--- config.mk ---
export PLATFORM = sky130hd
export DESIGN_NAME = ttt_front
export DESIGN_NICKNAME = d
export VERILOG_FILES = /design/src/ttt_pkg.sv /design/src/ttt_front.sv
export SDC_FILE = /design/constraint.sdc
export NUM_CORES = 1
export LEC_CHECK = 0
export BUFFER_PORTS_ARGS = -buffer_cell sky130_fd_sc_hd__buf_4
export CAP_MARGIN = 25
export CORE_MARGIN = 2
export CORE_UTILIZATION = 47
export DETAILED_ROUTE_END_ITERATION = 12
export GPL_ROUTABILITY_DRIVEN = 0
export PLACE_DENSITY_LB_ADDON = 0.1
export SYNTH_ARGS = -nofsm -noshare
export SYNTH_HDL_FRONTEND = slang
export SYNTH_SLANG_ARGS = --single-unit
export TNS_END_PERCENT = 10
--- constraint.sdc ---
create_clock -name clock -period 5.45 [get_ports clock]
set_clock_uncertainty 0.15 [all_clocks]
set_input_delay 0.8175 -clock clock [delete_from_list [all_inputs] [get_ports clock]]
set_output_delay 0.8175 -clock clock [all_outputs]
set_load 0.1 [all_outputs]
--- src/ttt_pkg.sv ---
// ----------------------------------------------------------------------------
// ttt_pkg: shared types and constants
// Beat formats, action codes and table geometry of the two-way table.
// ----------------------------------------------------------------------------
package ttt_pkg;

   localparam int BUCKET_COUNT = 1024;
   localparam int IDX_W = (BUCKET_COUNT > 1) ? $clog2(BUCKET_COUNT) : 1;
   localparam int ENTRY_W = 128;
   localparam int TAG_W = 6;
   localparam int AGE_WEIGHT = 1000;
   localparam int EXACT_PENALTY = 5000;
   localparam int VICTIM_FLOOR = -10000;
   localparam int SCORE_W = 18;
   localparam logic [1:0] BOUND_EXACT = 2'd1;

   typedef enum logic [1:0] {
      ACT_PROBE  = 2'd0,
      ACT_STORE  = 2'd1,
      ACT_SEARCH = 2'd2,
      ACT_NONE   = 2'd3
   } action_type;

   typedef struct packed {
      logic [1:0]         action;
      logic [63:0]        key;
      logic [15:0]        best_move;
      logic signed [15:0] search_score;
      logic signed [15:0] static_eval;
      logic [7:0]         search_depth;
      logic [1:0]         bound_kind;
   } req_type;

   typedef struct packed {
      logic               hit;
      logic [15:0]        out_move;
      logic signed [15:0] out_score;
      logic signed [15:0] out_eval;
      logic [7:0]         out_depth;
      logic [1:0]         out_bound;
      logic [5:0]         out_age_tag;
   } rsp_type;

   // 64+16+16+16+8+2+6 = 128
   typedef struct packed {
      logic [63:0] key;
      logic [15:0] move;
      logic [15:0] score;
      logic [15:0] eval;
      logic [7:0]  depth;
      logic [1:0]  bound;
      logic [5:0]  tag;
   } entry_type;

   // front-to-back queue item
   typedef struct packed {
      req_type          req;
      logic [IDX_W-1:0] idx;
   } cmd_type;

   function automatic logic [IDX_W-1:0] bucket_of(input logic [63:0] key);
      logic [63:0] m;
      m = 64'(BUCKET_COUNT - 1);
      return IDX_W'(key & m);
   endfunction

endpackage

--- src/ttt_front.sv ---
// ----------------------------------------------------------------------------
// ttt_front: request intake
// Accepts command beats, computes the bucket index, queues for the back end.
// ----------------------------------------------------------------------------
module ttt_front
   import ttt_pkg::*;
(
   input  logic    clock,
   input  logic    reset,
   input  logic    start,
   output logic    busy,
   input  req_type req_data,
   output logic    q_valid,
   output cmd_type q_data,
   input  logic    q_pop
);
   cmd_type     buf_ff [2];
   logic        wp_ff, wp_in, rp_ff, rp_in;
   logic [1:0]  cnt_ff, cnt_in;
   logic        push;

   assign busy    = (cnt_ff == 2'd2);
   assign push    = start && !busy;
   assign q_valid = (cnt_ff != 2'd0);
   assign q_data  = buf_ff[rp_ff];

   always_comb begin
      wp_in  = push ? ~wp_ff : wp_ff;
      rp_in  = q_pop ? ~rp_ff : rp_ff;
      cnt_in = cnt_ff + 2'(push) - 2'(q_pop);
   end

   always_ff @(posedge clock) begin
      if (reset) begin
         wp_ff  <= 1'b0;
         rp_ff  <= 1'b0;
         cnt_ff <= 2'd0;
      end else begin
         wp_ff  <= wp_in;
         rp_ff  <= rp_in;
         cnt_ff <= cnt_in;
      end
      if (push) begin
         buf_ff[wp_ff] <= '{req: req_data, idx: bucket_of(req_data.key)};
      end
   end
endmodule

Yosys cells after proc, flatten, opt, wreduce, memory -nomap -nowiden
Memory sizes are Yosys's and may differ from the RTL's. A register that Yosys moved wholly into a read port is not among the register bits. Cells that the tools add are included.

Bits in registers: 4. Bits in writable memories: 268. Input bits: 128. Memories: 1.

Memory list: buf_ff (words 2, bits a word 134, rd ports 1, clocked after Yosys merged registers in 1, wr ports 1, line ttt_front.sv:17) `cmd_type buf_ff [2];`.

Add/subtract/negate cells: 2. Equal/unequal tests: 1. Muxes and demuxes: 4. Bitwise operators: 2. Reductions and logical operators: 3.

Operator list (count): $mux 1 (4); $add 2x1->2 (1); $eq 2x2->1 const B (1); $not 1->1 (2); $reduce_bool 2->1 (1); $sub 2x1->2 (1); $logic_and 1x1->1 (1); $logic_not 1->1 (1).

Depth between registers and ports, before layout
Depth in word-level cells: 5. Gate-level depth with buffers: 8.

Least setup slack after synthesis
No wires, ideal clock.

Kind: input to register. Start: in start. End: mem buf_ff[1][100] (netlist bit) (enable). Arrival: 3724 ps. Required time: 4802 ps. Slack: 1078 ps. Stages: 1. Path buffers: 0. Cell sequence: and3_1.

Longest elaborated chain between the ends: 3.

Ends and longest elaborated chain: start, declared (line ttt_front.sv:10) `input logic start,`; $logic_and 1x1->1 (line ttt_front.sv:23) `assign push = start && !busy;`; $mux 1 (line ttt_front.sv:43) `if (push) begin`; $mux 1 (implied by the code) (line ttt_front.sv:44) `buf_ff[wp_ff] <= '{req: req_data, idx: bucket_of(req_data.key)};`; end, declared (line ttt_front.sv:17).

No other way between the ends.

==> results.md <==
* Number of flops mapped to enable cells by yosys at 248
* Pwr dens at 469 nW/um2
* CTS Buf Count at 26
* Seq/Total Area, Yosys at 79.5%
* Yosys top cell by area: edfxtp_1
* Row count at around 50
* Kind of critical path: reg2out
* Nets at a little over 800
* PortBufs at around 260
* Fin util at a little under two thirds
* Asr flop ratio synth at 0%
* Antenna Cells at 0
* Clock Path Buffers at 3
* Final setup vio count at 0
* Synth Area per Inst at between 20 and 25 um2
* Main flop type after synthesis: edfxtp_1
* Pre-CTS setup slack at roughly 2.2 ns
* Syn. warnings at 0
* R2R depth at 5
* Multi-input logic area at roughly 1700 um2
* Netlist cell types at 22
* Final ANT Viol Nets at 0
* Final Hold Violating Endpoints at 0
* Via/cell ratio at between 4 and 5
* Reg-to-Reg Start: cnt_ff[0]
* FF/Latch Area at 7550 um2
* # placed instances at between 900 and 1,000
* P_leak at 4.80 nW
* Cell chain of the critical path: buf_12 -> mux2_2 -> buf_4
* DIE AREA at between 20,000 and 25,000 um2
* CP max stage delay at between 0.9 and 1 ns
* Via count at 4,739
* Reg2reg setup slack at between 2 and 3 ns
* Clock sinks at 253
* Top-area cell type share of the netlist area at approximately four fifths
* DRC at 0
* Vias in the first global route at ~5,000
* Max-cap violations at 0
* RSZ-0062 raised after global routing: no
* Top post-synthesis cells by count: edfxtp_1, mux2_2, mux2_4
* TritonRoute pass-1 iters at 6
* Worst-skew pair later-pin latency at around 0.51 ns
* CTS tree: done
* Core ar. at 19,700 um2
* Starting Density at between 40% and 50%
* Gr ovfl total at 0
* Crit path arrival time at about 2.7 ns
* Tightest Pin Transition at 0.958 ns
* H-tree depth at 1
* Setup bufs post-CTS at 0
* Routed WL per cell at ~18 um
* Hold Path End: buf_ff[1][33]
* Cells after synthesis at approximately 420
* Crit end category: output port
* Drt total wl at ~18,000 um
* Max Fanout on Critical Path at 65
* Dpl hpwl at around 12,000 um
* Worst setup SP type: flop
* First-pass GRT wire length at about 27,000 um
* Worst-path clk slew at about 0.060 ns
* Count leader, synth: edfxtp_1
* FF+latch count, synth at between 200 and 300
* Min-Delay Startpoint: req_data[23]
* TNS Setup at 0 ns
* Mapped Nets at between 500 and 600
* FMAX at 0.274 GHz
* # IOs at 264
* Top cells by area, synth: edfxtp_1, mux2_4, mux2_2, dfxtp_1, buf_6
* Final Max Slew Viols at 0
* Area delta synth->final at 31.2%
* Height of the die at 146 um
* Post-CTS sizing at 0
* Worst-path cell with the longest stage delay: dfxtp_4
* Period Utilization, post-route at approximately 67%
* Slew margin rel. at 36.2%
* Post-route insts no fill at between 900 and 1,000
* Peak supply drop at between 0.3 and 0.4 mV
* Final WS setup at about 1.8 ns
* # fillers at between 1,000 and 1,500
* Mapped cell area at between 9000 and 10,000 um2
* Run status: completed
* Hold buffers post-CTS at 0
* Initial DRC count at 165
* Initial antenna violation count at 0
* Hold path cells at 1
* Die W at roughly 150 um
* Layout cell share with drive strength beyond 1 at 60.3%
* Worst Hold Class: in2reg
* GRT Util Overall at between 10% and 20%
* Largest net degree at the start of global routing at 68
* CP required at about 4.5 ns
* R2R Path End: buf_ff[0][101]
* CTS Root Cell: clkbuf_16
* Final min period at ~3.7 ns
-- power by group --
part	switching, mW	leakage (nW)	internal (mW)
Clock	0.677	0.390	0.967
Sequential	0.0598	2.35	2.36
Combinational	1.36	2.06	0.421
Total	2.10	4.80	3.74
-- kinds of logic (layout without fill, tap and decap cells) --
group	Yosys count	in the layout	share of synthesized area [%]
AOI/OAI and AO/OA	2	2	0.105
xor gates and xnor gates	2	2	0.185
adders and majority gates	2	2	0.264
buffers and inverters	28	319	2.22
DFF	253	253	79.5
muxes	124	124	17.1
and+or+nand+nor	11	11	0.607
-- critical path: cells and delay by family (launching register included) --
family / cells / cell delay, ns
flops: 1 / 0.93
mux: 1 / 0.39
buf+inv: 2 / 0.69
-- cells in the final DEF, fill, tap and decap left out, drive strengths merged, types with 2 or more instances in the layout --
cell    synthesis  final
buf            24    268
nor2            3      3
dfxtp           5      5
edfxtp        248    248
mux2          124    124
clkinv          0      8
inv             4      4
ha              2      2
clkbuf          0     38
-- stage by stage --
step / total power, mW / instance area, um2 / hold WS, ns
4_1_cts: 5.91 / 12500 / 0.318
3_3_place_gp: 4.23 / 11700 / 0.322
2_1_floorplan: 3.92 / 9490 / 0.302
3_5_place_dp: 4.26 / 11700 / 0.349
5_1_grt: 6.05 / 12500 / 0.317
6_report: 5.84 / 12500 / 0.341
-- routing by layer --
metal  vias to the layer above  track usage (%)  routed length (um)  part of all wire [%]
met2                       204             26.8                8690                    48
li1                       2194                -                   -                     -
met4                         0             5.19                 417                   2.3
met5                         -                0                   0                     0
met3                        28             5.59                1720                   9.5
met1                      2313             20.7                7260                    40
-- flip-flops by register name, summed over array words and instances (netlist names), named ones only --
signal and flops:
wp_ff 1, cnt_ff 2, buf_ff 248, rp_ff 1
-- worst max-delay path by stage --
stage	slack, ns	endpoint	start	cells after the start
5_1_grt	1.69	q_data[17]	flop	3
3_3_place_gp	2.31	buf_ff[0][13]	start	5
2_1_floorplan	1.08	buf_ff[1][100]	start	1
4_1_cts	1.77	q_data[40]	flop	3
3_5_place_dp	2.22	buf_ff[0][34]	start	5
6_report	1.80	q_data[123]	flop	3
-- area by class of cell --
cell class	instances	area share [%]
clock buffer	38	5.84
clock inverter	9	0.532
inverter	4	0.141
multi-input combinational	141	13.9
sequential	253	60.6
tap	265	2.66
timing repair buffer	268	16.3
No activity file was read; power rests on OpenSTA's default activity.
